File: src/design/trl_pkg.sv
// Shared constants, codes and interface types of the ticket reader-writer lock manager.
package trl_pkg;

  // Sizes of the agent space, the tickets and the counters.
  localparam int NUM_AGENTS = 8;
  localparam int ID_W       = 3;
  localparam int TICKET_W   = 16;
  localparam int KIND_W     = 3;
  localparam int REQ_W      = 2;
  localparam int RCNT_W     = 4;
  localparam int PTR_W      = $clog2(NUM_AGENTS);
  localparam int FCNT_W     = $clog2(NUM_AGENTS + 1);

  localparam logic [RCNT_W-1:0] RCNT_MAX = {RCNT_W{1'b1}};

  // Request codes.
  typedef enum logic [REQ_W-1:0] {
    REQ_RD_LOCK   = 2'd0,
    REQ_RD_UNLOCK = 2'd1,
    REQ_WR_LOCK   = 2'd2,
    REQ_WR_UNLOCK = 2'd3
  } req_t;

  // Result codes.
  typedef enum logic [KIND_W-1:0] {
    RES_GRANT   = 3'd0,
    RES_WAIT    = 3'd1,
    RES_RELEASE = 3'd2,
    RES_ERROR   = 3'd3,
    RES_WAKE    = 3'd4
  } res_kind_t;

  // Controller states.
  typedef enum logic [1:0] {
    ST_IDLE,
    ST_EXEC,
    ST_SCAN
  } state_t;

  // Commands from the controller to the datapath.
  typedef struct packed {
    logic load;
    logic exec;
    logic step;
  } ctrl_cmd_t;

  // Status from the datapath to the controller.
  typedef struct packed {
    logic exec_more;
    logic step_more;
  } dp_status_t;

endpackage

File: src/design/ticket_reader_writer_lock_top.sv
// Top level of the phase-fair two-room ticket reader-writer lock manager.
//
// Usage: drive a request (in_req_type, in_requester_id, in_ticket) with start high;
// it is taken at the clock edge where start is high and busy is low. Every request
// gets an acknowledge beat first (granted, waiting, released or error), then one
// wake beat per agent it unblocks. Result beats appear on the out_ ports for one
// cycle each, marked by out_valid; out_last marks the final beat of a request.
// The first beat of a request is computed in the execute state and registered onto
// the out_ ports. busy stays high while a request executes and issues its wake beats,
// so a new request is taken only once the block is idle again. A writer unlock adds
// one wake beat per woken reader plus one for a woken writer (up to 9 beats in all);
// a reader unlock that ends a writer's drain adds one wake beat.
// The wake scan in the datapath emits one beat per cycle and busy stays high until
// the last beat is issued.
// The receiver cannot stall: beats are presented once and must be taken.
// Reset (rst_n low, synchronous) clears all tickets, room counts and waiter maps,
// opens room zero, closes room one and empties the writer queue.
module ticket_reader_writer_lock_top (
  input  logic                              clk,
  input  logic                              rst_n,
  input  logic                              start,
  output logic                              busy,
  input  logic [trl_pkg::REQ_W-1:0]         in_req_type,
  input  logic [trl_pkg::ID_W-1:0]          in_requester_id,
  input  logic [trl_pkg::TICKET_W-1:0]      in_ticket,
  output logic                              out_valid,
  output logic [trl_pkg::KIND_W-1:0]        out_result_kind,
  output logic [trl_pkg::ID_W-1:0]          out_target_id,
  output logic [trl_pkg::TICKET_W-1:0]      out_grant_ticket,
  output logic                              out_is_writer,
  output logic                              out_last
);

  trl_pkg::ctrl_cmd_t  cmd;
  trl_pkg::dp_status_t status;

  // Sequencer.
  trl_ctrl u_ctrl (
    .clk    (clk),
    .rst_n  (rst_n),
    .start  (start),
    .status (status),
    .cmd    (cmd),
    .busy   (busy)
  );

  // Lock state and result generation.
  trl_datapath u_datapath (
    .clk              (clk),
    .rst_n            (rst_n),
    .cmd              (cmd),
    .status           (status),
    .in_req_type      (in_req_type),
    .in_requester_id  (in_requester_id),
    .in_ticket        (in_ticket),
    .out_valid        (out_valid),
    .out_result_kind  (out_result_kind),
    .out_target_id    (out_target_id),
    .out_grant_ticket (out_grant_ticket),
    .out_is_writer    (out_is_writer),
    .out_last         (out_last)
  );

endmodule

File: src/design/trl_ctrl.sv
// Controller state machine of the lock manager: sequences load, execute and wake beats.
module trl_ctrl (
  input  logic                clk,
  input  logic                rst_n,
  input  logic                start,
  input  trl_pkg::dp_status_t status,
  output trl_pkg::ctrl_cmd_t  cmd,
  output logic                busy
);

  trl_pkg::state_t state_r;
  trl_pkg::state_t state_nxt;

  // State register.
  always_ff @(posedge clk) begin
    if (!rst_n) begin
      state_r <= trl_pkg::ST_IDLE;
    end else begin
      state_r <= state_nxt;
    end
  end

  // Next state and commands.
  always_comb begin
    state_nxt = state_r;
    cmd       = '0;
    busy      = 1'b1;
    unique case (state_r)
      trl_pkg::ST_IDLE: begin
        busy = 1'b0;
        if (start) begin
          cmd.load  = 1'b1;
          state_nxt = trl_pkg::ST_EXEC;
        end
      end
      trl_pkg::ST_EXEC: begin
        cmd.exec  = 1'b1;
        state_nxt = status.exec_more ? trl_pkg::ST_SCAN : trl_pkg::ST_IDLE;
      end
      trl_pkg::ST_SCAN: begin
        cmd.step  = 1'b1;
        state_nxt = status.step_more ? trl_pkg::ST_SCAN : trl_pkg::ST_IDLE;
      end
      default: begin
        state_nxt = trl_pkg::ST_IDLE;
      end
    endcase
  end

endmodule

File: src/design/trl_datapath.sv
// Datapath of the lock manager: lock state, writer queue, wake scan and result register.
module trl_datapath (
  input  logic                              clk,
  input  logic                              rst_n,
  input  trl_pkg::ctrl_cmd_t                cmd,
  output trl_pkg::dp_status_t               status,
  input  logic [trl_pkg::REQ_W-1:0]         in_req_type,
  input  logic [trl_pkg::ID_W-1:0]          in_requester_id,
  input  logic [trl_pkg::TICKET_W-1:0]      in_ticket,
  output logic                              out_valid,
  output logic [trl_pkg::KIND_W-1:0]        out_result_kind,
  output logic [trl_pkg::ID_W-1:0]          out_target_id,
  output logic [trl_pkg::TICKET_W-1:0]      out_grant_ticket,
  output logic                              out_is_writer,
  output logic                              out_last
);

  // Latched request.
  trl_pkg::req_t                    req_type_r;
  logic [trl_pkg::ID_W-1:0]         req_id_r;
  logic [trl_pkg::TICKET_W-1:0]     req_tkt_r;

  // Lock state.
  logic [trl_pkg::TICKET_W-1:0]     nwt_r, nwt_nxt;
  logic [trl_pkg::TICKET_W-1:0]     rrt_r, rrt_nxt;
  logic [trl_pkg::TICKET_W-1:0]     turn_r, turn_nxt;
  logic [trl_pkg::RCNT_W-1:0]       cnt_r [2];
  logic [trl_pkg::RCNT_W-1:0]       cnt_nxt [2];
  logic                             open_r [2];
  logic                             open_nxt [2];
  logic [trl_pkg::NUM_AGENTS-1:0]   wmap_r [2];
  logic [trl_pkg::NUM_AGENTS-1:0]   wmap_nxt [2];
  logic [trl_pkg::TICKET_W-1:0]     wtkt_r [2];
  logic [trl_pkg::TICKET_W-1:0]     wtkt_nxt [2];
  logic [trl_pkg::ID_W-1:0]         fifo_r [trl_pkg::NUM_AGENTS];
  logic [trl_pkg::PTR_W-1:0]        head_r, head_nxt;
  logic [trl_pkg::FCNT_W-1:0]       fcnt_r, fcnt_nxt;
  logic                             drain_r, drain_nxt;

  // Wake scan state.
  logic [trl_pkg::NUM_AGENTS-1:0]   mask_r, mask_nxt;
  logic [trl_pkg::TICKET_W-1:0]     stkt_r, stkt_nxt;
  logic                             pend_r, pend_nxt;

  // Result of the current beat.
  trl_pkg::res_kind_t               res_kind;
  logic [trl_pkg::ID_W-1:0]         res_id;
  logic [trl_pkg::TICKET_W-1:0]     res_tkt;
  logic                             res_wr;
  logic                             more;

  // Queue write and head read.
  logic                             fifo_we;
  logic [trl_pkg::PTR_W-1:0]        fifo_wslot;
  logic [trl_pkg::ID_W-1:0]         head_id;
  logic [trl_pkg::ID_W-1:0]         low_idx;
  logic                             rd_room;
  logic                             t_room;
  logic                             turn_room;

  // Output register.
  logic                             out_valid_r;
  trl_pkg::res_kind_t               out_kind_r;
  logic [trl_pkg::ID_W-1:0]         out_id_r;
  logic [trl_pkg::TICKET_W-1:0]     out_tkt_r;
  logic                             out_wr_r;
  logic                             out_last_r;

  // Counts the agents marked in a waiter map.
  function automatic logic [trl_pkg::RCNT_W-1:0] popcnt(
    input logic [trl_pkg::NUM_AGENTS-1:0] m
  );
    logic [trl_pkg::RCNT_W-1:0] c;
    c = '0;
    for (int i = 0; i < trl_pkg::NUM_AGENTS; i++) begin
      c = c + trl_pkg::RCNT_W'(m[i]);
    end
    return c;
  endfunction

  assign head_id    = fifo_r[head_r];
  assign fifo_wslot = head_r + fcnt_r[trl_pkg::PTR_W-1:0];
  assign rd_room    = rrt_r[0];
  assign t_room     = req_tkt_r[0];
  assign turn_room  = turn_r[0];

  // Lowest agent still to be woken.
  always_comb begin
    low_idx = '0;
    for (int i = trl_pkg::NUM_AGENTS - 1; i >= 0; i--) begin
      if (mask_r[i]) begin
        low_idx = trl_pkg::ID_W'(i);
      end
    end
  end

  // Request decode and state update.
  always_comb begin
    nwt_nxt   = nwt_r;
    rrt_nxt   = rrt_r;
    turn_nxt  = turn_r;
    cnt_nxt   = cnt_r;
    open_nxt  = open_r;
    wmap_nxt  = wmap_r;
    wtkt_nxt  = wtkt_r;
    head_nxt  = head_r;
    fcnt_nxt  = fcnt_r;
    drain_nxt = drain_r;
    mask_nxt  = mask_r;
    stkt_nxt  = stkt_r;
    pend_nxt  = pend_r;
    fifo_we   = 1'b0;
    res_kind  = trl_pkg::RES_ERROR;
    res_id    = req_id_r;
    res_tkt   = '0;
    res_wr    = 1'b0;
    more      = 1'b0;
    if (cmd.exec) begin
      unique case (req_type_r)
        trl_pkg::REQ_RD_LOCK: begin
          if (cnt_r[rd_room] == trl_pkg::RCNT_MAX || wmap_r[rd_room][req_id_r]) begin
            res_kind = trl_pkg::RES_ERROR;
          end else begin
            cnt_nxt[rd_room] = cnt_r[rd_room] + 1'b1;
            res_tkt          = rrt_r;
            if (open_r[rd_room]) begin
              res_kind = trl_pkg::RES_GRANT;
            end else begin
              wmap_nxt[rd_room][req_id_r] = 1'b1;
              wtkt_nxt[rd_room]           = rrt_r;
              res_kind                    = trl_pkg::RES_WAIT;
            end
          end
        end
        trl_pkg::REQ_RD_UNLOCK: begin
          res_tkt = req_tkt_r;
          if (cnt_r[t_room] <= popcnt(wmap_r[t_room])) begin
            res_kind = trl_pkg::RES_ERROR;
          end else begin
            cnt_nxt[t_room] = cnt_r[t_room] - 1'b1;
            res_kind        = trl_pkg::RES_RELEASE;
            // The last reader leaving the draining room hands the lock to the head writer.
            if (drain_r && fcnt_r != '0 && t_room == turn_room &&
                cnt_r[t_room] == trl_pkg::RCNT_W'(1)) begin
              open_nxt[t_room] = 1'b0;
              drain_nxt        = 1'b0;
              pend_nxt         = 1'b1;
              more             = 1'b1;
            end
          end
        end
        trl_pkg::REQ_WR_LOCK: begin
          res_wr = 1'b1;
          if (fcnt_r == trl_pkg::FCNT_W'(trl_pkg::NUM_AGENTS)) begin
            res_kind = trl_pkg::RES_ERROR;
          end else begin
            fifo_we  = 1'b1;
            fcnt_nxt = fcnt_r + 1'b1;
            nwt_nxt  = nwt_r + 1'b1;
            if (fcnt_r == '0) begin
              // This writer is the new head: it moves readers to the other room.
              rrt_nxt = rrt_r + 1'b1;
              res_tkt = turn_r;
              if (cnt_r[turn_room] == '0) begin
                open_nxt[turn_room] = 1'b0;
                drain_nxt           = 1'b0;
                res_kind            = trl_pkg::RES_GRANT;
              end else begin
                drain_nxt = 1'b1;
                res_kind  = trl_pkg::RES_WAIT;
              end
            end else begin
              res_tkt  = nwt_r;
              res_kind = trl_pkg::RES_WAIT;
            end
          end
        end
        trl_pkg::REQ_WR_UNLOCK: begin
          res_wr  = 1'b1;
          res_tkt = req_tkt_r;
          if (fcnt_r == '0 || drain_r || req_tkt_r != turn_r || head_id != req_id_r ||
              cnt_r[t_room] != '0) begin
            res_kind = trl_pkg::RES_ERROR;
          end else begin
            res_kind          = trl_pkg::RES_RELEASE;
            // Open the other room and queue its waiters for wake beats.
            open_nxt[~t_room] = 1'b1;
            mask_nxt          = wmap_r[~t_room];
            stkt_nxt          = wtkt_r[~t_room];
            wmap_nxt[~t_room] = '0;
            turn_nxt          = turn_r + 1'b1;
            head_nxt          = head_r + 1'b1;
            fcnt_nxt          = fcnt_r - 1'b1;
            // The next queued writer starts its turn on the room just opened.
            if (fcnt_r != trl_pkg::FCNT_W'(1)) begin
              rrt_nxt = rrt_r + 1'b1;
              if (cnt_r[~t_room] == '0) begin
                open_nxt[~t_room] = 1'b0;
                drain_nxt         = 1'b0;
                pend_nxt          = 1'b1;
              end else begin
                drain_nxt = 1'b1;
              end
            end
            more = (wmap_r[~t_room] != '0) ||
                   (fcnt_r != trl_pkg::FCNT_W'(1) && cnt_r[~t_room] == '0);
          end
        end
        default: begin
          res_kind = trl_pkg::RES_ERROR;
        end
      endcase
    end else if (cmd.step) begin
      res_kind = trl_pkg::RES_WAKE;
      if (mask_r != '0) begin
        // One reader wake per beat, lowest agent first.
        res_id   = low_idx;
        res_tkt  = stkt_r;
        res_wr   = 1'b0;
        mask_nxt = mask_r & (mask_r - 1'b1);
        more     = ((mask_r & (mask_r - 1'b1)) != '0) || pend_r;
      end else begin
        // Wake for the writer that now holds the lock.
        res_id   = head_id;
        res_tkt  = turn_r;
        res_wr   = 1'b1;
        pend_nxt = 1'b0;
      end
    end
  end

  assign status.exec_more = more;
  assign status.step_more = more;

  // Request latch.
  always_ff @(posedge clk) begin
    if (cmd.load) begin
      req_type_r <= trl_pkg::req_t'(in_req_type);
      req_id_r   <= in_requester_id;
      req_tkt_r  <= in_ticket;
    end
  end

  // Writer queue storage.
  always_ff @(posedge clk) begin
    if (fifo_we) begin
      fifo_r[fifo_wslot] <= req_id_r;
    end
  end

  // Lock state and scan registers.
  always_ff @(posedge clk) begin
    if (!rst_n) begin
      nwt_r   <= '0;
      rrt_r   <= '0;
      turn_r  <= '0;
      cnt_r   <= '{default: '0};
      open_r  <= '{1'b1, 1'b0};
      wmap_r  <= '{default: '0};
      wtkt_r  <= '{default: '0};
      head_r  <= '0;
      fcnt_r  <= '0;
      drain_r <= 1'b0;
      mask_r  <= '0;
      stkt_r  <= '0;
      pend_r  <= 1'b0;
    end else begin
      nwt_r   <= nwt_nxt;
      rrt_r   <= rrt_nxt;
      turn_r  <= turn_nxt;
      cnt_r   <= cnt_nxt;
      open_r  <= open_nxt;
      wmap_r  <= wmap_nxt;
      wtkt_r  <= wtkt_nxt;
      head_r  <= head_nxt;
      fcnt_r  <= fcnt_nxt;
      drain_r <= drain_nxt;
      mask_r  <= mask_nxt;
      stkt_r  <= stkt_nxt;
      pend_r  <= pend_nxt;
    end
  end

  // Result register: one beat per execute or wake step.
  always_ff @(posedge clk) begin
    if (!rst_n) begin
      out_valid_r <= 1'b0;
    end else begin
      out_valid_r <= cmd.exec | cmd.step;
    end
  end

  always_ff @(posedge clk) begin
    if (cmd.exec | cmd.step) begin
      out_kind_r <= res_kind;
      out_id_r   <= res_id;
      out_tkt_r  <= res_tkt;
      out_wr_r   <= res_wr;
      out_last_r <= !more;
    end
  end

  assign out_valid        = out_valid_r;
  assign out_result_kind  = out_kind_r;
  assign out_target_id    = out_id_r;
  assign out_grant_ticket = out_tkt_r;
  assign out_is_writer    = out_wr_r;
  assign out_last         = out_last_r;

endmodule

File: config.mk
export PLATFORM = sky130hd
export DESIGN_NAME = ticket_reader_writer_lock_top
export DESIGN_NICKNAME = d
export VERILOG_FILES = /design/src/design/trl_pkg.sv /design/src/design/ticket_reader_writer_lock_top.sv /design/src/design/trl_ctrl.sv /design/src/design/trl_datapath.sv
export SDC_FILE = /design/constraint.sdc
export NUM_CORES = 1
export LEC_CHECK = 0
export BUFFER_PORTS_ARGS = -buffer_cell sky130_fd_sc_hd__buf_2
export CAP_MARGIN = 40
export CORE_ASPECT_RATIO = 1.25
export CORE_MARGIN = 1
export CORE_UTILIZATION = 25
export DETAILED_ROUTE_END_ITERATION = 10
export GPL_ROUTABILITY_DRIVEN = 0
export PLACE_DENSITY = 0.46
export REMOVE_ABC_BUFFERS = 1
export SYNTH_ARGS = -nofsm -noshare
export SYNTH_HDL_FRONTEND = slang
export SYNTH_SLANG_ARGS = --single-unit
File: constraint.sdc
create_clock -name clk -period 8.6 [get_ports clk]
set_input_delay 0.43 -clock clk [delete_from_list [all_inputs] [get_ports clk]]
set_output_delay 0.43 -clock clk [all_outputs]
set_load 0.02 [all_outputs]
; ---- Yosys cells after proc, flatten, opt, wreduce, memory -nomap -nowiden
; Memory sizes are Yosys's and may differ from the RTL's. A register that Yosys moved wholly into a read port is not among the register bits.
; Cells that the tools add are included.
; Widths: inputs -> output; s select.
[op_classes]
n_lt_le_gt_ge = 11
bitwise_logic = 21
add_sub_neg = 17
eq_ne = 31
reduce_logical = 47
n_mux = 151
[ops]
columns = operator, n
row1 = $mux 16, 17
row2 = $mux 8, 18
row3 = $mux 4, 16
row4 = $pmux 16 s2, 2
row5 = $mux 3, 17
row6 = $mux 1, 49
row7 = $add 16x1->16 const B, 3
row8 = $pmux 16 s3, 1
row9 = $bwmux 32, 1
row10 = $add 4x1->4, 6
row11 = $reduce_and 8->1, 3
row12 = $reduce_bool 8->1, 3
row13 = $mux 2, 10
row14 = $ne 3x3->1 const B, 6
row15 = $and 16x16->16, 1
row16 = $bwmux 8, 2
row17 = $demux 16 s1, 1
row18 = $demux 8 s1, 2
row19 = $ne 16x16->1, 1
row20 = $ne 2x2->1 const B, 8
row21 = $not 16->16, 1
row22 = $or 16x16->16, 1
row23 = $pmux 8 s2, 1
row24 = $reduce_and 4->1, 4
row25 = other kinds (48), 104
[totals]
output_inout_bits = 26
mem_bits_rw = 24
memories = 1
word_cells = 306
input_bits = 24
ff_bits = 187
[mem_list]
columns = memory, words, width, rd, rd_ports_with_merged_regs, wr, line_no
row1 = u_datapath.fifo_r, 8, 3, 1, 1, 1, trl_datapath.sv:35  ; logic [trl_pkg::ID_W-1:0] fifo_r [trl_pkg::NUM_AGENTS];

; ---- Longest topological paths before layout
; Gate-level depths: netlist (run 1).
[depth]
word_depth = 17
depth_mapped = 23
ltp_nobuf = 17

; ---- Cells and area by module
; From an unflattened synthesis (run 1), not the netlist that was laid out.
[unflattened]
hier_cells = 1170
area_unflattened_um2 = 10938.0
[by_module_without_submodules]
columns = module, area_per_inst_um2, instances, cells_per_inst
row1 = trl_datapath, 10844.2, 1, 1161
row2 = trl_ctrl, 93.8, 1, 9

; ---- Worst setup path before layout (run 1)
; OpenSTA, ideal clock, no wires.
[synth_path]
path_type = reg-to-reg
from = register u_datapath.req_tkt_r[0] (netlist name)
to = register u_datapath.cnt_r[4] (netlist name)
arrival_ns = 5.834
setup_slack_ns = 2.698
path_stages_with_launch = 22
required_ns = 8.531
cell_sequence = edfxtp_1 buf_6 clkbuf_1 buf_1 buf_1 buf_1 o21ai_0 ha_1 inv_1 fa_1 fa_1 fa_1 fa_1 xor2_1 ha_1 and4_1 a21oi_1 and2_1 o21ai_2 buf_6 or4b_1 o21ai_1
[synth_between]
elab_chain_cells = 14
word_cells_on_any_way = 26
classes_between = 8 x add/sub / 3 x order compare / 1 x eq/ne / 11 x mux / 1 x bitwise / 2 x reduce/logical
[synth_rtl]
columns = element, line_no
row1 = start: declaration, trl_datapath.sv:21  ; logic [trl_pkg::TICKET_W-1:0] req_tkt_r;
row2 = start signal: assignment, trl_datapath.sv:240  ; req_tkt_r <= in_ticket;
row3 = $not 1->2 (not written as such) (*), "trl_datapath.sv:137, trl_datapath.sv:140"
row4 = $mux 8 (not written as such) (3 in a row), trl_datapath.sv:137  ; if (cnt_r[t_room] <= popcnt(wmap_r[t_room])) begin
row5 = $add 1x1->2, trl_datapath.sv:76  ; c = c + trl_pkg::RCNT_W'(m[i]);
row6 = $add 4x1->4 (6 in a row), trl_datapath.sv:76
row7 = $le 4x4->1, trl_datapath.sv:137
row8 = $ne 2x2->1 (no source line), -
row9 = $reduce_and 4->1 (no source line), -
row10 = end signal: assignment, trl_datapath.sv:271  ; cnt_r <= cnt_nxt;
row11 = end: declaration, trl_datapath.sv:27  ; logic [trl_pkg::RCNT_W-1:0] cnt_r [2];
; Mark *: on every way between the ends. The rest lies on a longest branch, timed or not. The select of a mux whose other input is x is not followed.
; A chain may end at the register's enable or synchronous reset.

; ---- Worst setup path after layout (run 1)
[layout_path]
from = register u_datapath.req_tkt_r[0] (netlist name)
to = register u_datapath.cnt_r[1] (netlist name)
; Same word-level chain as after synthesis.

==> impl_metrics.ini, run 1 <==
[worst_setup_path]
r2r_end = u_datapath.cnt_r[1]
reg2reg_from = u_datapath.req_tkt_r[0]
critPathArrivalTime_ps = 5550
worstSetupPathType = register to register
crit_fanout = 16
rrSetupSlack_ps = 3470
endpoint_kind = register
start_kind = register
cp_top_family = adder cells
cpPeakStageDelay_ps = 750
worst_path_most_repeated_cell = fa_1
path_cells = o21ai_0 -> ha_1 -> inv_1 -> fa_1 -> fa_1 -> fa_1 -> fa_1 -> ha_1 -> nor2b_1 -> o211ai_1 -> a21oi_1 -> and2_1 -> o21ai_2 -> nor2_1 -> o221a_2
worst_r2r_path_depth = 15
critPathBufInv = 1
crit_required_ps = 9020
crit_slowest_cell = edfxtp_1

[hold_path]
hold_path.class = primary input to register
hold_depth = 1
min_from = in_ticket[1]
hold_end = u_datapath.req_tkt_r[1]

[routing]
drc = 0
ant_nets = 0
wl_mm = 33.8
wl_per_cell_um = 18.8
drt-initial-drc-count = 703
vias_per_cell = 5.02
dr.pass1.iters = 6
dr_total_vias = 9009

[synth]
ys_ff_latch = 214
avgSynthCellArea_um2 = 9.29
netlist_instances = 1190
synthFlopType = dfxtp_1
synth_edf_count = 69
synth_area_um2 = 11100
yosysSeqAreaShare = 0.450
synthArstFlopShare = 0
yosys_warnings = 0
synth_cell_types = 73

[clocking]
htree_levels = 1
cts_tree = yes
clk_latency_ps = 540
postCtsHoldBufs = 0
postCtsSetupBuffers = 0
cts.sinks = 214
cts_resized = 0
root_buffer = clkbuf_16
numCtsBuffers = 26
clockBufferDepth = 3
path_clk_slew_ps = 60

[floorplanning]
ios = 50
dieWidth_um = 190
dieArea_um2 = 45100
die_y_um = 237
start_util = 0.255
core_area_um2 = 43400
rows = 85

[timing]
post-route-min-period_ps = 5130
relSlewSlack = 0.406
finalCritPeriodShare = 0.596
fin_setup_tns_ps = 0
whs_ps = 67.9
max_freq_mhz = 195
worstMarginPinSlew_ps = 892
clock_skew_ps = 12.2
final-hold-violation-count = 0
rsz0062_at_grt = false
setup_viol = 0
final_max_slew_viol_count = 0

[global_routing]
grt_pass1_wl_mm = 51.4
antenna_found_initial = 1
grt_pass1_vias = 8651
grt_overflow_total = 0
grt_start_max_net_pins = 76
gr-usage-all-layers = 0.148

[job]
maxCapViolCount = 0

[outcome]
status = finished, final reports clean

[placed_design]
io_buffers = 49
hpwl_mm = 23.7
place_area_um2 = 11900

[pwr]
power_leakage_nw = 4.48
power_w = 0.00241
p_per_area_nw_per_um2 = 189
vdd_drop_max_uv = 130

[cells_and_area]
final_area_um2 = 12700
diodes = 0
fin_nets = 1263
syn_to_final_growth_pct = 15.3
drive_above_1_share = 0.116
## cells in the final DEF, fill, tap and decap left out, types with 9 or more instances in the layout
master	count
edfxtp_1	69
ha_1	24
a31oi_1	9
xnor2_1	11
nand4_1	16
inv_1	34
nor2_1	66
nor3_1	14
buf_2	49
and3_1	22
clkbuf_16	29
and2_1	10
nand3_1	38
nor4_1	11
a21oi_1	79
a211oi_1	18
mux2i_1	80
nand2_1	191
o21ai_0	53
buf_4	15
or3_1	21
clkinv_2	9
a221o_1	9
o22ai_1	26
nand2b_1	20
dfxtp_1	145
xor2_1	30
## registers in the layout, summed over array words and instances (netlist names), 16 cells and up, named ones only
register / count
u_datapath.turn_r: 16
u_datapath.rrt_r: 16
u_datapath.stkt_r: 16
u_datapath.fifo_r: 24
u_datapath.out_grant_ticket: 16
u_datapath.wmap_r: 16
u_datapath.nwt_r: 16
u_datapath.wtkt_r: 32
u_datapath.req_tkt_r: 16
## final cells by class
class                   instances  area [um^2]
repair buffers                 68          443
clock buffers                  34          764
inverters                      36          135
flip-flops and latches        214         4970
well taps                     565          707
multi-input cells             864         5590
clock inverters                14          124
fillers                      4653        30600
## cell families (layout without fill, tap and decap cells)
kind of cell,Yosys count,in the layout,synth area share
AND/OR/NAND/NOR,446,446,0.196
AO/OA/AOI/OAI,255,255,0.149
flip-flops,214,214,0.450
buffers and inverters,112,152,0.0444
multiplexers,92,92,0.0908
XOR/XNOR,41,41,0.0325
adder cells (fa/ha/maj),30,30,0.0371
## synthesized netlist by cell type (7+ instances only)
| master | instances | share of area |
|---|---|---|
| a211oi_1 | 18 | 0.012 |
| a21oi_1 | 79 | 0.036 |
| a221o_1 | 9 | 0.0081 |
| a222oi_1 | 7 | 0.0063 |
| a31oi_1 | 9 | 0.0051 |
| and2_1 | 10 | 0.0057 |
| and3_1 | 22 | 0.012 |
| buf_2 | 14 | 0.0063 |
| clkbuf_1 | 47 | 0.016 |
| dfxtp_1 | 145 | 0.26 |
| edfxtp_1 | 69 | 0.19 |
| ha_1 | 24 | 0.027 |
| inv_1 | 34 | 0.012 |
| mux2i_1 | 80 | 0.072 |
| nand2_1 | 191 | 0.065 |
| nand2b_1 | 20 | 0.011 |
| nand3_1 | 38 | 0.017 |
| nand4_1 | 16 | 0.0091 |
| nor2_1 | 66 | 0.022 |
| nor2b_1 | 8 | 0.0045 |
| nor3_1 | 14 | 0.0063 |
| nor4_1 | 11 | 0.0062 |
| o21ai_0 | 53 | 0.024 |
| o22ai_1 | 26 | 0.015 |
| o2bb2ai_1 | 8 | 0.0063 |
| or3_1 | 21 | 0.012 |
| or4_1 | 7 | 0.0048 |
| xnor2_1 | 11 | 0.0087 |
| xor2_1 | 30 | 0.024 |
## worst max path at each step
| stage | depth (start not counted) | slack [ps] | end | start |
|---|---|---|---|---|
| after global routing | 15 | 3190 | u_datapath.cnt_r[1] | u_datapath.req_tkt_r[0] |
| after floorplan | 15 | 2940 | register | u_datapath.req_tkt_r[0] |
| after detailed placement | 15 | 3500 | u_datapath.cnt_r[3] | u_datapath.req_tkt_r[0] |
| after global placement | 15 | 3550 | u_datapath.cnt_r[3] | u_datapath.req_tkt_r[0] |
| final | 15 | 3470 | u_datapath.cnt_r[1] | u_datapath.req_tkt_r[0] |
| after CTS | 15 | 3460 | u_datapath.cnt_r[1] | u_datapath.req_tkt_r[0] |
## metrics by stage
stage               worst slack [ps]  utilization  cells
floorplan                       2940            -   1114
global placement                3550        0.271   1743
detailed placement              3500        0.273   1747
CTS                             3460        0.294   1795
global route                    3190        0.294   1795
finish                          3470        0.294   1795
## per-layer routing
| metal | share of wire | GRT usage |
|---|---|---|
| met1 | 0.44 | 0.187 |
| met2 | 0.49 | 0.255 |
| met3 | 0.044 | 0.0176 |
| met4 | 0.030 | 0.0525 |
| met5 | 0 | 0 |
## power by group
part | leakage [nW] | switching [W] | internal, W
Combinational | 2.23 | 0.000134 | 0.0000597
Sequential | 1.81 | 0.0000177 | 0.00107
Clock | 0.441 | 0.000446 | 0.000684
No activity file was read; power rests on OpenSTA's default activity.
==> run 2, diff against run 1 <==
Clock period 8.6 ns to 5.2 ns, I/O delays scaled along.
==> run 2 against run 1 <==
Compared with the run above: total power rose by 69%; worst hold slack improved by 40 ps; maximum frequency rose by 6.3%; critical endpoint is now u_datapath.cnt_r[3]; register-to-register slack got worse by 3100 ps; sequential share of layout area fell by 0.87 points; final cell count rose by 1.6%.
==> impl_metrics.ini, run 2 (synthesis gave the netlist of run 1 again) <==
[outcome]
status = finished, final reports clean

[global_routing]
grt_pass1_vias = 8941
grt_pass1_wl_mm = 52.8
grt_start_max_net_pins = 50
gr-usage-all-layers = 0.151
antenna_found_initial = 2
grt_overflow_total = 0

[clocking]
clk_latency_ps = 530
htree_levels = 1
cts_tree = yes
clockBufferDepth = 3
root_buffer = clkbuf_16
cts.sinks = 214
path_clk_slew_ps = 60
cts_resized = 0
numCtsBuffers = 25

[cells_and_area]
fin_cells = 1824
diodes = 0
top_register = u_datapath.wtkt_r
most-common-layout-cells = nand2_1 (191), dfxtp_1 (145), mux2i_1 (80)
fin_util = 0.300
largest_reg_flops = 32
drive_above_1_share = 0.118
fin_nets = 1293
syn_to_final_growth_pct = 17.9
nFillCells = 4610
layout_commonest_cell = nand2_1
reg_top3 = u_datapath.wtkt_r (32), u_datapath.fifo_r (24)

[hold_path]
hold_path.class = primary input to register

[routing]
wl_mm = 34.0
drt-initial-drc-count = 620
vias_per_cell = 5.03
wl_per_cell_um = 18.6
ant_nets = 0
drc = 0
dr.pass1.iters = 5
dr_total_vias = 9167

[placed_design]
io_buffers = 49
dp.cells = 1757
post-place-ws_ps = 385
hpwl_mm = 24.7

[worst_setup_path]
path_cells = nand2_1 -> o21ai_0 -> ha_1 -> inv_1 -> fa_1 -> fa_1 -> fa_1 -> fa_1 -> ha_1 -> nor2b_1 -> o211ai_1 -> a21oi_1 -> and2_1 -> o21ai_2 -> nor2_1 -> o221a_2
cpPeakStageDelay_ps = 520
crit_required_ps = 5620
cp_top_family = adder cells
endpoint_kind = register
crit_fanout = 11
crit_slowest_cell = fa_1
critPathArrivalTime_ps = 5250
start_kind = register
worstSetupPathType = register to register
worst_path_most_repeated_cell = fa_1
critPathBufInv = 1

[pwr]
p_per_area_nw_per_um2 = 312
power_leakage_nw = 4.60
power_w = 0.00406
vdd_drop_max_uv = 215

[timing]
post-route-min-period_ps = 4820
whs_ps = 108
relSlewSlack = 0.408
final_max_slew_viol_count = 0
max_freq_mhz = 207
final-hold-violation-count = 0
setup_viol = 0
clock_skew_ps = 10.2
worstMarginPinSlew_ps = 885
finalCritPeriodShare = 0.927
rsz0062_at_grt = false
setup_ws_ps = 379

[floorplanning]
start_util = 0.255
core_area_um2 = 43400
rows = 85
dieWidth_um = 190
ios = 50
dieArea_um2 = 45100
die_y_um = 237

[job]
maxCapViolCount = 0
run 2: cell types whose count changed in the layout (fill, tap and decap cells not counted), sizes merged:
cell,change
clkbuf,-6
bufinv,+4
dlygate4sd3,+21
clkinv,-3
buf,+10
inv,+3
run 2: area by class of cell:
class / instances / area (um^2) / share of cell area
Multi-Input combinational cell: 864 / 5590 / 0.429
Sequential cell: 214 / 4970 / 0.382
Timing Repair Buffer: 99 / 731 / 0.0561
Tap cell: 565 / 707 / 0.0542
Clock buffer: 28 / 637 / 0.0489
Clock inverter: 18 / 255 / 0.0196
Inverter: 36 / 135 / 0.0104
run 2: layer usage:
metal / share of wire / up-vias / global-route usage
met5: 0.00077 / - / 0
met1: 0.43 / 4442 / 0.190
met2: 0.50 / 236 / 0.262
met3: 0.046 / 66 / 0.0188
li1: - / 4419 / -
met4: 0.030 / 4 / 0.0513
run 2: worst paths after layout:
kind / slack (ps) / depth (start not counted) / end / from
max: 380 / 16 / u_datapath.cnt_r[3] / u_datapath.req_tkt_r[0]
min: 110 / 4 / u_ctrl.state_r[1] / start
max reg2reg: 380 / 16 / u_datapath.cnt_r[3] / u_datapath.req_tkt_r[0]
min reg2reg: 450 / 2 / u_datapath.wtkt_r[0] / u_datapath.wtkt_r[0]
run 2: worst register-to-register path: stages (launching register included):
cell      delay [ps]
edfxtp_1         480
nand2_1          100
o21ai_0           90
ha_1             290
inv_1             50
fa_1             510
fa_1             520
fa_1             480
fa_1             470
ha_1             290
nor2b_1          130
o211ai_1         150
a21oi_1          130
and2_1           200
o21ai_2          380
nor2_1           170
o221a_2          290
run 2: stage by stage:
step                      TNS (ps)  instance area, um^2
after floorplan              -5070                10700
after global placement           0                11800
after detailed placement         0                11900
after CTS                        0                13000
after global routing             0                13000
final                            0                13000
run 2: what timing repair did:
action | in CTS | in global routing
buffers inserted | 0 | 0
hold endpoints to repair | 21 | 0
endpoints found under the setup margin | 0 | 0
hold buffers | 21 | 0
run 2: where the power goes:
group	switching (W)	internal, W
combinational	0.000222	0.000116
sequential	0.0000340	0.00177
clock	0.000740	0.00118
==> run 3, diff against run 2 <==
Settings changed: SYNTH_HIERARCHICAL from default to 1.
==> run 3 against run 2 <==
Compared with the run above: worst hold slack improved by 140 ps; utilization up 0.11 points; sequential power about the same; final cell count decreased by 1.3%; sequential cell count stayed put; sequential share of layout area grew 0.15 points; clock skew is 13 ps higher; critical endpoint is now u_ctrl/state_r[1]; largest power group unchanged.
==> impl_metrics.ini, run 3 <==
[outcome]
status = finished, final reports clean

[synth]
synth.area.top_cells = dfxtp_1 (27%), edfxtp_1 (19%), nand2_1 (6.5%)
synth_area_leader_cell = dfxtp_1
yosysSeqAreaShare = 0.455
synth_cell_types = 69
synth_top_area_share = 0.265
avgSynthCellArea_um2 = 9.35
ys_ff_latch = 214
yosys_warnings = 6
netlist_instances = 1170
yosysMostFrequentCell = nand2_1
synthFlopType = dfxtp_1
synthArstFlopShare = 0
ys_top_cells_by_count = nand2_1 (190), dfxtp_1 (145), nor2_1 (87)
synth_area_um2 = 10900
synth_edf_count = 69

[placed_design]
hpwl_mm = 23.3
post-place-ws_ps = -0.650
io_buffers = 49

[pwr]
p_per_area_nw_per_um2 = 298
vdd_drop_max_uv = 259
power_leakage_nw = 4.63

[routing]
drc = 0
wl_per_cell_um = 18.7
vias_per_cell = 5.05
ant_nets = 0
top_layer_used = met5
wl_met3_mm = 1.62
wl_mm = 33.6
wl_met2_mm = 16.3
dr_total_vias = 9093
drt-initial-drc-count = 645
dr.pass1.iters = 7
m1WireLength_mm = 14.7

[timing]
final_max_slew_viol_count = 0
whs_ps = 246
post-route-min-period_ps = 4950
setup_ws_ps = 253
relSlewSlack = 0.447
rsz0062_at_grt = false
final-hold-violation-count = 0
worstMarginPinSlew_ps = 830
max_freq_mhz = 202
finalCritPeriodShare = 0.951
clock_skew_ps = 23.4
setup_viol = 0

[floorplanning]
rows = 85
start_util = 0.254
core_area_um2 = 43100
die_y_um = 236
ios = 50
dieWidth_um = 189
dieArea_um2 = 44600

[global_routing]
gr-usage-all-layers = 0.149
grt_overflow_total = 0
grt_start_max_net_pins = 68
grt_pass1_vias = 8826
antenna_found_initial = 1
grt_pass1_wl_mm = 51.8

[cells_and_area]
layout_commonest_cell = nand2_1
syn_to_final_growth_pct = 18.7
fin_util = 0.301
reg_top3 = u_datapath/wtkt_r (32), u_datapath/fifo_r (24)
largest_reg_flops = 32
fin_nets = 1266
top_register = u_datapath/wtkt_r
diodes = 0
most-common-layout-cells = nand2_1 (190), dfxtp_1 (145), nor2_1 (86)
drive_above_1_share = 0.153

[clocking]
cts_tree = yes
cts.sinks = 214
numCtsBuffers = 25
path_clk_slew_ps = 60
clk_latency_ps = 540
root_buffer = clkbuf_16
htree_levels = 1
clockBufferDepth = 3

[worst_setup_path]
crit_fanout = 4
cpPeakStageDelay_ps = 550
worstSetupPathType = register to register
start_kind = register
endpoint_kind = register
critPathArrivalTime_ps = 5430
path_cells = buf_4 -> mux2i_4 -> fa_1 -> fa_1 -> inv_1 -> fa_1 -> ha_2 -> fa_1 -> inv_1 -> ha_1 -> nor2b_1 -> o21a_1 -> o21a_1 -> o21ai_2 -> or4_4 -> o31ai_2 -> a31o_2 -> and2_1 -> a32o_1
critPathBufInv = 3
crit_required_ps = 5690
crit_slowest_cell = fa_1
worst_path_most_repeated_cell = fa_1
cp_top_family = adder cells

[hold_path]
hold_path.class = primary input to register

[job]
maxCapViolCount = 0
## run 3: cell count changes after synthesis, moves of 18 or more
cell | before | now
clkbuf_1 | 47 | 69
mux2_2 | 6 | 28
nor2_1 | 66 | 87
o21ai_0 | 53 | 24
o31ai_1 | 6 | 24
## run 3: where the power goes
part / internal, W / switching (W) / leakage [nW]
clock network: 0.00111 / 0.000741 / 0.403
logic: 0.0000862 / 0.000154 / 2.42
registers: 0.00175 / 0.0000248 / 1.81
total: 0.00294 / 0.000920 / 4.63
## run 3: routing by layer
layer	track usage	vias to the layer above
li1	-	4363
met1	0.191	4420
met2	0.252	242
met3	0.0182	66
met4	0.0584	2
met5	0	-
## run 3: logic make-up (layout without fill, tap and decap cells)
group,Yosys count,after routing,synth area share
flops,214,214,0.455
buf+inv,110,176,0.0413
simple gates,436,436,0.189
mux,97,97,0.0965
compound gates,237,237,0.145
fa+ha+maj,26,26,0.0329
xor+xnor,50,50,0.0400
## run 3: worst min-delay path: stages
cell     delay [ps]
buf_2            90
buf_4           250
nand4_1         130
## run 3: cell type report
class	count	area [um^2]
Fill cell	4517	30100
Multi-Input combinational cell	846	5570
Sequential cell	214	4970
Timing Repair Buffer	107	778
Tap cell	565	707
Clock buffer	28	657
Clock inverter	18	209
Inverter	23	87.6
## run 3: stage by stage
step	total power, W	cells	setup TNS (ps)	area [um^2]
global placement	0.00203	1724	0	11700
detailed placement	0.00203	1730	-0.650	11800
CTS	0.00391	1797	0	12900
floorplan	0.00193	1083	-8260	10600
global route	0.00400	1801	0	13000
finish	0.00386	1801	0	13000
## run 3: repair_timing
| action | CTS | global route |
|---|---|---|
| hold endpoints to repair | 21 | 0 |
| resized for setup | 1 | 8 |
| hold buffers | 21 | 0 |
| gates cloned | 0 | 0 |
| pin swaps | 0 | 5 |
| setup endpoints to repair | 1 | 2 |
| buffers inserted | 0 | 4 |
## run 3: path summary, 6_finish.rpt
kind	end	slack, ps	cells past startpoint	from
setup / recovery	u_ctrl/state_r[1]	250	19	u_datapath/req_tkt_r[0]
setup reg to reg	u_ctrl/state_r[1]	250	19	u_datapath/req_tkt_r[0]
hold reg to reg	u_datapath/stkt_r[14]	450	2	u_datapath/stkt_r[14]
hold / removal	register	250	3	rst_n
